**src/design/ddsp_pkg.sv**
```systemverilog
// shared constants for the dotted date string parser
`timescale 1ns / 1ps

package ddsp_pkg;

    // default accumulator width
    localparam int VALUE_WIDTH_DEF = 16;

    // width of each result field on the output stream
    localparam int FIELD_W = 16;

    // stream payload widths
    localparam int IN_TDATA_W  = 8;
    localparam int STATUS_W    = 3;
    localparam int OUT_TDATA_W = 56;

    // status codes
    localparam logic [STATUS_W-1:0] ST_OK        = 3'd0;
    localparam logic [STATUS_W-1:0] ST_DAY_SYM   = 3'd1;
    localparam logic [STATUS_W-1:0] ST_NO_DOT    = 3'd2;
    localparam logic [STATUS_W-1:0] ST_MONTH_SYM = 3'd3;
    localparam logic [STATUS_W-1:0] ST_YEAR_SYM  = 3'd4;

    // character codes
    localparam logic [IN_TDATA_W-1:0] CH_TERM = 8'h00;
    localparam logic [IN_TDATA_W-1:0] CH_DOT  = 8'h2E;
    localparam logic [IN_TDATA_W-1:0] CH_ZERO = 8'h30;
    localparam logic [IN_TDATA_W-1:0] CH_NINE = 8'h39;

endpackage

```
**src/design/dotted_date_string_parser_core.sv**
```systemverilog
// top level of the dotted date string parser (dd.mm.yyyy)
`timescale 1ns / 1ps

// Takes a date string one character per transfer, ended by a zero byte, and
// gives one result transfer per string: status and day, month and year values.
// One character is taken every clock cycle unless the input is stalled; the per-character update (one
// multiply-by-ten, add and saturate unit shared by the three fields) completes
// in the cycle the character is accepted. The result of a terminator appears
// on the output in the cycle after it is accepted when the output register is
// free or being read; behind a stalled result it waits in the second entry.
// A two-entry output stage lets input keep flowing while a result waits; input
// stalls only when both entries are full. Fields read zero whenever the status
// is not ok, and each field saturates at 2^VALUE_WIDTH-1 before being cut to
// its 16 output bits.
module dotted_date_string_parser_core #(
    parameter int VALUE_WIDTH = ddsp_pkg::VALUE_WIDTH_DEF
) (
    input  logic                             i_clk,
    input  logic                             i_rst_n,
    // input stream; tdata: char_code[7:0]
    input  logic                             i_s_axis_tvalid,
    output logic                             o_s_axis_tready,
    input  logic [ddsp_pkg::IN_TDATA_W-1:0]  i_s_axis_tdata,
    // output stream; tdata: status[2:0], day_value[18:3], month_value[34:19],
    // year_value[50:35], zero[55:51]
    output logic                             o_m_axis_tvalid,
    input  logic                             i_m_axis_tready,
    output logic [ddsp_pkg::OUT_TDATA_W-1:0] o_m_axis_tdata
);

    typedef enum logic [1:0] {
        PH_DAY   = 2'd0,
        PH_MONTH = 2'd1,
        PH_YEAR  = 2'd2
    } t_phase;

    localparam int FW  = ddsp_pkg::FIELD_W;
    localparam int SW  = ddsp_pkg::STATUS_W;
    localparam int PAD = ddsp_pkg::OUT_TDATA_W - SW - 3 * FW;

    t_phase                r_phase;
    logic [SW-1:0]         r_err;
    logic [VALUE_WIDTH-1:0] r_day, r_month, r_year;

    t_phase                n_phase;
    logic [SW-1:0]         n_err;
    logic [VALUE_WIDTH-1:0] n_day, n_month, n_year;

    logic                              r_out_valid, r_skid_valid;
    logic [ddsp_pkg::OUT_TDATA_W-1:0]  r_out_data, r_skid_data;

    logic                   accept, is_term, is_digit, is_dot;
    logic [3:0]             digit;
    logic [VALUE_WIDTH-1:0] acc_sel, acc_push;
    logic [VALUE_WIDTH+3:0] acc_wide;
    logic [SW-1:0]          res_status;
    logic [VALUE_WIDTH+FW-1:0] day_ext, month_ext, year_ext;
    logic [ddsp_pkg::OUT_TDATA_W-1:0] res_data;

    // input handshake
    assign o_s_axis_tready = !r_skid_valid;
    assign accept          = i_s_axis_tvalid && o_s_axis_tready;

    // character class
    assign is_term  = (i_s_axis_tdata == ddsp_pkg::CH_TERM);
    assign is_dot   = (i_s_axis_tdata == ddsp_pkg::CH_DOT);
    assign is_digit = (i_s_axis_tdata >= ddsp_pkg::CH_ZERO)
                   && (i_s_axis_tdata <= ddsp_pkg::CH_NINE);
    always_comb begin
        logic [ddsp_pkg::IN_TDATA_W-1:0] diff;
        diff  = i_s_axis_tdata - ddsp_pkg::CH_ZERO;
        digit = diff[3:0];
    end

    // shared accumulate unit: acc * 10 + digit, saturating
    always_comb begin
        unique case (r_phase)
            PH_DAY:   acc_sel = r_day;
            PH_MONTH: acc_sel = r_month;
            default:  acc_sel = r_year;
        endcase
        acc_wide = ({4'b0, acc_sel} << 3) + ({4'b0, acc_sel} << 1)
                 + {{VALUE_WIDTH{1'b0}}, digit};
        if (acc_wide[VALUE_WIDTH+3:VALUE_WIDTH] != 4'b0) begin
            acc_push = {VALUE_WIDTH{1'b1}};
        end else begin
            acc_push = acc_wide[VALUE_WIDTH-1:0];
        end
    end

    // next parser state
    always_comb begin
        n_phase = r_phase;
        n_err   = r_err;
        n_day   = r_day;
        n_month = r_month;
        n_year  = r_year;
        if (is_term) begin
            n_phase = PH_DAY;
            n_err   = ddsp_pkg::ST_OK;
            n_day   = '0;
            n_month = '0;
            n_year  = '0;
        end else if (r_err == ddsp_pkg::ST_OK) begin
            unique case (r_phase)
                PH_DAY: begin
                    if (is_digit) begin
                        n_day = acc_push;
                    end else if (is_dot) begin
                        n_phase = PH_MONTH;
                    end else begin
                        n_err = ddsp_pkg::ST_DAY_SYM;
                    end
                end
                PH_MONTH: begin
                    if (is_digit) begin
                        n_month = acc_push;
                    end else if (is_dot) begin
                        n_phase = PH_YEAR;
                    end else begin
                        n_err = ddsp_pkg::ST_MONTH_SYM;
                    end
                end
                default: begin
                    if (is_digit) begin
                        n_year = acc_push;
                    end else begin
                        n_err = ddsp_pkg::ST_YEAR_SYM;
                    end
                end
            endcase
        end
    end

    // result of a terminator
    assign day_ext   = {{FW{1'b0}}, r_day};
    assign month_ext = {{FW{1'b0}}, r_month};
    assign year_ext  = {{FW{1'b0}}, r_year};
    always_comb begin
        res_status = r_err;
        if (r_err == ddsp_pkg::ST_OK && r_phase != PH_YEAR) begin
            res_status = ddsp_pkg::ST_NO_DOT;
        end
        if (res_status == ddsp_pkg::ST_OK) begin
            res_data = {{PAD{1'b0}}, year_ext[FW-1:0], month_ext[FW-1:0],
                        day_ext[FW-1:0], res_status};
        end else begin
            res_data = {{PAD{1'b0}}, {(3 * FW){1'b0}}, res_status};
        end
    end

    // parser state registers
    always_ff @(posedge i_clk) begin
        if (!i_rst_n) begin
            r_phase <= PH_DAY;
            r_err   <= ddsp_pkg::ST_OK;
            r_day   <= '0;
            r_month <= '0;
            r_year  <= '0;
        end else if (accept) begin
            r_phase <= n_phase;
            r_err   <= n_err;
            r_day   <= n_day;
            r_month <= n_month;
            r_year  <= n_year;
        end
    end

    // two-entry output stage
    always_ff @(posedge i_clk) begin
        if (!i_rst_n) begin
            r_out_valid  <= 1'b0;
            r_skid_valid <= 1'b0;
        end else if (!r_out_valid || i_m_axis_tready) begin
            r_out_valid  <= r_skid_valid || (accept && is_term);
            r_skid_valid <= 1'b0;
        end else if (accept && is_term) begin
            r_skid_valid <= 1'b1;
        end
    end

    always_ff @(posedge i_clk) begin
        if (!r_out_valid || i_m_axis_tready) begin
            if (r_skid_valid) begin
                r_out_data <= r_skid_data;
            end else if (accept && is_term) begin
                r_out_data <= res_data;
            end
        end else if (accept && is_term) begin
            r_skid_data <= res_data;
        end
    end

    assign o_m_axis_tvalid = r_out_valid;
    assign o_m_axis_tdata  = r_out_data;

endmodule

```
**config.mk**
```make
export PLATFORM = sky130hd
export DESIGN_NAME = dotted_date_string_parser_core
export DESIGN_NICKNAME = d
export VERILOG_FILES = /design/src/design/ddsp_pkg.sv /design/src/design/dotted_date_string_parser_core.sv
export SDC_FILE = /design/constraint.sdc
export NUM_CORES = 1
export LEC_CHECK = 0
export BUFFER_PORTS_ARGS = -buffer_cell sky130_fd_sc_hd__buf_2
export CAP_MARGIN = 20
export CORE_MARGIN = 8
export CORE_UTILIZATION = 50
export DETAILED_ROUTE_END_ITERATION = 7
export PLACE_DENSITY = 0.8
export SYNTH_ARGS = -nofsm -noshare
export SYNTH_HDL_FRONTEND = slang
export SYNTH_SLANG_ARGS = --single-unit
export TNS_END_PERCENT = 30
```
**constraint.sdc**
```tcl
create_clock -name i_clk -period 4.79 [get_ports i_clk]
set_input_delay 0 -clock i_clk [delete_from_list [all_inputs] [get_ports i_clk]]
set_output_delay 0 -clock i_clk [all_outputs]
set_load 0.01 [all_outputs]
```
# After elaboration in Yosys (flattened, before gate mapping)

Cells that the tools add are included.

Reduce and logical (&&, ||, !) cells: 28
Add/subtract/negate cells: 3
Bitwise operators: 2
Shift-type cells: 0
Divide/modulo/power cells: 0
Multipliers: 0
Eq/ne operators: 11
Mux-type cells: 31
$lt $le $gt $ge: 2

Operator list:

| operator                                                           | count |
|---|---|
| 2-to-1 mux 16 bit                                                  | 11 |
| 2-to-1 mux 56 bit                                                  | 2 |
| 2-to-1 mux 51 bit                                                  | 1 |
| one-hot mux 16 bit (2 select lines)                                | 1 |
| 2-to-1 mux 3 bit                                                   | 8 |
| adder 19 x 17 -> 20 bit                                            | 1 |
| adder 20 x 4 -> 20 bit                                             | 1 |
| != test 3 bit (second input constant)                              | 6 |
| 2-to-1 mux 2 bit                                                   | 6 |
| AND reduction 4 bit                                                | 3 |
| nonzero test 2 bit                                                 | 5 |
| == test 8 x 6 -> 1 bit (second input constant)                     | 1 |
| greater-or-equal comparator 8 x 6 -> 1 bit (second input constant) | 1 |
| less-or-equal comparator 8 x 6 -> 1 bit (second input constant)    | 1 |
| zero test 8 bit                                                    | 1 |
| AND reduction 7 bit                                                | 1 |
| zero test 3 bit                                                    | 2 |
| one-hot mux 3 bit (2 select lines)                                 | 1 |
| AND reduction 5 bit                                                | 1 |
| logical AND 1 bit                                                  | 4 |
| != test 2 bit (second input constant)                              | 2 |
| one-hot mux 2 bit (2 select lines)                                 | 1 |
| AND reduction 2 bit                                                | 2 |
| nonzero test 4 bit                                                 | 1 |
| 9 further kinds                                                    | 13 |

Bits in latches: 0
Bits in registers: 167
Input bits: 12
Word-level logic and storage cells: 86
Memories kept: 0
Bits in read-only memories: 0
Memory bits (writable): 0
Output and inout port bits: 58

# Depth between registers and ports, before layout

Depth after elaboration: 10
Gate-level depth with buffers: 16
Depth with buffers taken out: 13

# Worst setup path before layout

Ideal clock, no wire load.

Kind: register -> register
From: register r_phase[0]
To: register r_day[10]
Path slack: 0.708 ns
Buffers on the path: 3
Arrival time: 3.962 ns
Setup time: 0.120 ns
Cell stages (with the launch flop): 16
Clock period less this slack: 4.082 ns
Required time: 4.670 ns
Cells stage by stage: dfxtp_1 -> clkbuf_1 -> buf_2 -> mux2i_1 -> o21ai_0 -> fa_1 -> inv_1 -> fa_1 -> nand2b_1 -> a21oi_1 -> o21ai_1 -> nor3_1 -> nor4_4 -> o21a_4 -> buf_6 -> a211o_1

Longest elaborated chain between the ends: 10
Elaborated cells between the ends (all ways): 13
Those cells by class: add/sub (2); eq/ne (1); mux (6); reduce/logical (4)

Ends and longest elaborated chain:

| element                                                          | RTL line                                                                    | source |
|---|---|---|
| start: declaration                                               | dotted_date_string_parser_core.sv:41                                        | `t_phase r_phase;` |
| start signal: assignment                                         | dotted_date_string_parser_core.sv:161                                       | `r_phase <= n_phase;` |
| == test 2 x 1 -> 1 bit / zero test 2 bit (equally long branches) | dotted_date_string_parser_core.sv:77, dotted_date_string_parser_core.sv:105 |  |
| one-hot mux 16 bit (2 select lines)                              | dotted_date_string_parser_core.sv:77                                        | `unique case (r_phase)` |
| adder 19 x 17 -> 20 bit                                          | dotted_date_string_parser_core.sv:82                                        | `acc_wide = ({4'b0, acc_sel} << 3) + ({4'b0, acc_sel} << 1)` |
| adder 20 x 4 -> 20 bit                                           | dotted_date_string_parser_core.sv:83                                        | `+ {{VALUE_WIDTH{1'b0}}, digit};` |
| nonzero test 4 bit                                               | dotted_date_string_parser_core.sv:84                                        | `if (acc_wide[VALUE_WIDTH+3:VALUE_WIDTH] != 4'b0) begin` |
| 2-to-1 mux 16 bit                                                | dotted_date_string_parser_core.sv:84                                        |  |
| 2-to-1 mux 16 bit                                                | dotted_date_string_parser_core.sv:107                                       | `if (is_digit) begin` |
| 2-to-1 mux 16 bit                                                | dotted_date_string_parser_core.sv:105                                       | `unique case (r_phase)` |
| 2-to-1 mux 16 bit                                                | dotted_date_string_parser_core.sv:104                                       | `end else if (r_err == ddsp_pkg::ST_OK) begin` |
| 2-to-1 mux 16 bit                                                | dotted_date_string_parser_core.sv:98                                        | `if (is_term) begin` |
| end signal: assignment                                           | dotted_date_string_parser_core.sv:163                                       | `r_day <= n_day;` |
| end: declaration                                                 | dotted_date_string_parser_core.sv:43                                        | `logic [VALUE_WIDTH-1:0] r_day, r_month, r_year;` |

Several ways; a longest one is shown, not always the timed one. The select of a mux whose other input is x is not followed.
A chain may end at the register's enable or synchronous reset.

# Final worst setup path

From: register r_phase[0]
To: register r_month[12]

Longest elaborated chain between the ends: 10
Elaborated cells between the ends (all ways): 13
Those cells by class: add/sub (2); eq/ne (1); mux (6); reduce/logical (4)

Ends and longest elaborated chain:

| element                                                          | RTL line                                                                    | source |
|---|---|---|
| == test 2 x 1 -> 1 bit / zero test 2 bit (equally long branches) | dotted_date_string_parser_core.sv:77, dotted_date_string_parser_core.sv:105 |  |
| one-hot mux 16 bit (2 select lines)                              | dotted_date_string_parser_core.sv:77                                        |  |
| adder 19 x 17 -> 20 bit                                          | dotted_date_string_parser_core.sv:82                                        |  |
| adder 20 x 4 -> 20 bit                                           | dotted_date_string_parser_core.sv:83                                        |  |
| nonzero test 4 bit                                               | dotted_date_string_parser_core.sv:84                                        |  |
| 2-to-1 mux 16 bit                                                | dotted_date_string_parser_core.sv:84                                        |  |
| 2-to-1 mux 16 bit                                                | dotted_date_string_parser_core.sv:116                                       | `if (is_digit) begin` |
| 2-to-1 mux 16 bit                                                | dotted_date_string_parser_core.sv:105                                       |  |
| 2-to-1 mux 16 bit                                                | dotted_date_string_parser_core.sv:104                                       |  |
| 2-to-1 mux 16 bit                                                | dotted_date_string_parser_core.sv:98                                        |  |
| end signal: assignment                                           | dotted_date_string_parser_core.sv:164                                       | `r_month <= n_month;` |
| end: declaration                                                 | dotted_date_string_parser_core.sv:43                                        |  |

Several ways; a longest one is shown, not always the timed one. The select of a mux whose other input is x is not followed.

==> results.py <==
metrics = {
    "route": {
        "drc": 0,
        "wl_per_cell_um": 19.1,
        "postRouteAntennaNets": 0,
        "dr.pass1.iters": 6,
        "viasPerCell": 5.95,
        "routed_wirelength_um": 17000,
        "num_vias": 5311,
        "drtIter0Drc": 435,
    },
    "yosys": {
        "synth_mux_area_share_pct": 9.75,
        "synthTopCellsByArea": "edfxtp_1 41%, dfxtp_1 15%, mux2_2 7.6%, ha_1 5.2%, and2_1 4.4%",
        "synth_edf_count": 102,
        "ys_ff_latch": 157,
        "synth-main-ff-cell": "edfxtp_1",
        "synth-simple-area-share_pct": 12.0,
        "synthAdderAreaFrac_pct": 5.68,
        "synth-compound-area-share_pct": 13.1,
        "yosysSeqAreaShare_pct": 55.3,
        "synth_area_leader_cell": "edfxtp_1",
        "syn_area_um2": 7530,
        "yosys_warnings": 0,
        "synth_cell_types": 60,
        "postSynthCellCount": 631,
        "avgSynthCellArea_um2": 11.9,
        "yosysTopAreaCellShare_pct": 40.7,
        "synth_xor_area_share_pct": 1.28,
        "synthArstFlopShare_pct": 0,
        "synth_top_family_by_area": "compound AO/OA/AOI/OAI gates",
    },
    "die": {
        "core_area_um2": 15000,
        "dieWidth_um": 139,
        "initial_core_util_pct": 50.3,
        "dieArea_um2": 19200,
        "pin_count": 70,
        "rows": 45,
        "die-height_um": 139,
    },
    "placed_design": {
        "dpl.hpwl_um": 12200,
        "gp_congestion": 0.901,
        "port_buffers": 64,
    },
    "pwr": {
        "power_mw": 2.70,
        "p_leak_nw": 3.35,
        "irDropWorstVdd_mv": 0.214,
        "powerDensity_nw_per_um2": 315,
    },
    "sta": {
        "setup_viol": 0,
        "skew_ns": 0.00685,
        "rsz0062_at_grt": "no",
        "post-route-period-util_pct": 81.8,
        "drv_slew": 0,
        "whs_ns": 0.00353,
        "min_period_ns": 3.92,
        "fmax_mhz": 255,
        "finalSetupTns_ns": 0,
        "finalHoldViolCount": 0,
        "worstMarginPinSlew_ns": 1.00,
        "max-slew-margin-rel_pct": 33.2,
    },
    "grt": {
        "antenna_found_initial": 0,
        "grt_usage_pct": 17.5,
        "grt_pass1_wl_um": 27300,
        "grt_pass1_vias": 5301,
        "grt_max_degree": 52,
        "grt-ovfl-total": 0,
    },
    "clocking": {
        "h-tree-depth": 4,
        "clock_sinks": 157,
        "cts_resized": 0,
        "cts_buffers": 17,
        "cts_root_buf": "clkbuf_16",
        "clkTransAtPathRegs_ns": 0.06,
        "worstSkewPairLatency_ns": 0.42,
        "cts_tree": "yes",
        "max-clock-path-buffers": 2,
    },
    "setup_path": {
        "crit_arrival_ns": 4.20,
        "critPathMaxFanout": 17,
        "cp-end-kind": "flop",
        "required_ns": 5.07,
        "path_class": "flop to flop",
        "start_kind": "flop",
    },
    "finish": {
        "drive_above_1_share_pct": 25.0,
        "nets": 737,
        "syn_to_final_growth_pct": 14.0,
        "diodes": 0,
    },
    "job": {
        "maxCapViolations": 0,
    },
    "outcome": {
        "status": "complete, no violations",
    },
    "hold_path": {
        "hold_class": "input pin to flop",
    },
}
cells in the mapped netlist (4+ instances only):
cell type,number
edfxtp_1,102
a211o_1,7
nand3_1,7
buf_4,5
xnor2_1,5
dfxtp_1,55
nand2_1,44
clkbuf_1,23
ha_1,31
nor4_1,6
o211ai_1,4
a21oi_1,23
a221o_1,4
xor2_1,6
nor2_1,19
a211oi_1,4
mux2i_1,16
and2_1,53
inv_1,11
buf_2,7
a21o_1,6
a31oi_1,26
mux2_2,51
o21ai_0,56
layout make-up:
| class | instances | area (um^2) |
|---|---|---|
| inverters | 12 | 45.0 |
| clock buffers | 18 | 429 |
| fillers | 1187 | 6390 |
| well taps | 188 | 235 |
| flip-flops and latches | 157 | 4160 |
| multi-input cells | 429 | 3190 |
| clock inverters | 14 | 111 |
| repair buffers | 75 | 408 |
final timing paths:
check	start	end	slack, ns	cells after the start
hold reg to reg	r_day[15]	r_day[15]	0.51	2
setup / recovery	r_phase[0]	r_month[12]	0.87	12
hold / removal	i_m_axis_tready	r_skid_valid	0.004	4
setup reg to reg	r_phase[0]	r_month[12]	0.87	12
sequential cells by signal (all words and copies together) (netlist names):
register and flops:
o_m_axis_tdata 51, o_m_axis_tvalid 1, r_day 16, r_err 3
r_month 16, r_phase 2, r_skid_data 51, r_skid_valid 1
r_year 16
logic make-up after synthesis:
| kind of cell | after synthesis |
|---|---|
| simple gates | 160 |
| flops | 157 |
| compound gates | 153 |
| mux | 67 |
| buf+inv | 49 |
| fa+ha+maj | 33 |
| xor+xnor | 11 |
| other cells | 1 |
worst max-delay path, cell delays in order, from the launching register on:
cell      delay [ns]
dfxtp_1         0.56
buf_4           0.36
mux2i_1         0.13
o21ai_0         0.35
ha_1            0.31
ha_1            0.37
a21oi_1         0.22
a21boi_0        0.15
o21a_1          0.19
o21a_1          0.19
or3_1           0.34
a211oi_1        0.43
o21ai_0         0.17
power breakdown:
part / total, mW / switching, mW / internal (mW)
clock network: 1.22 / 0.554 / 0.671
registers: 1.43 / 0.00258 / 1.43
logic: 0.0460 / 0.0300 / 0.0160
layer usage:
layer	global-route usage, %	share of wire, %
met1	21.7	42
met2	27.8	47
met3	4.10	7.0
met4	9.59	3.9
met5	0	0
repair_timing:
item | 4_1_cts | 5_1_grt
hold endpoints to repair | 9 | 0
setup buffers | 0 | 0
hold buffers | 2 | 0
cells in the final DEF, fill, tap and decap left out, types with 5 or more instances in the layout:
| cell | n |
|---|---|
| conb_1 | 5 |
| buf_2 | 64 |
| inv_1 | 11 |
| ha_1 | 31 |
| nand2_1 | 44 |
| dfxtp_1 | 55 |
| mux2_2 | 51 |
| clkinvlp_4 | 7 |
| edfxtp_1 | 102 |
| nor4_1 | 5 |
| buf_4 | 9 |
| inv_6 | 5 |
| a211o_1 | 7 |
| a21o_1 | 6 |
| a21oi_1 | 21 |
| nand3_1 | 7 |
| xnor2_1 | 5 |
| a31oi_1 | 26 |
| and2_1 | 53 |
| o21ai_0 | 56 |
| clkbuf_16 | 17 |
| nor2_1 | 18 |
| mux2i_1 | 16 |
| xor2_1 | 6 |
stage by stage:
stage | instance area [um^2] | util [%] | setup slack, ns | cells
6_report | 8580 | 57.3 | 0.870 | 893
5_1_grt | 8580 | 57.3 | 0.601 | 893
4_1_cts | 8580 | 57.3 | 0.934 | 892
3_5_place_dp | 8020 | 53.5 | 0.965 | 858
3_3_place_gp | 8020 | 53.5 | 1.03 | 858
2_1_floorplan | 7540 | - | 0.708 | 635
Note: power is estimated with default switching activity, not from simulation.
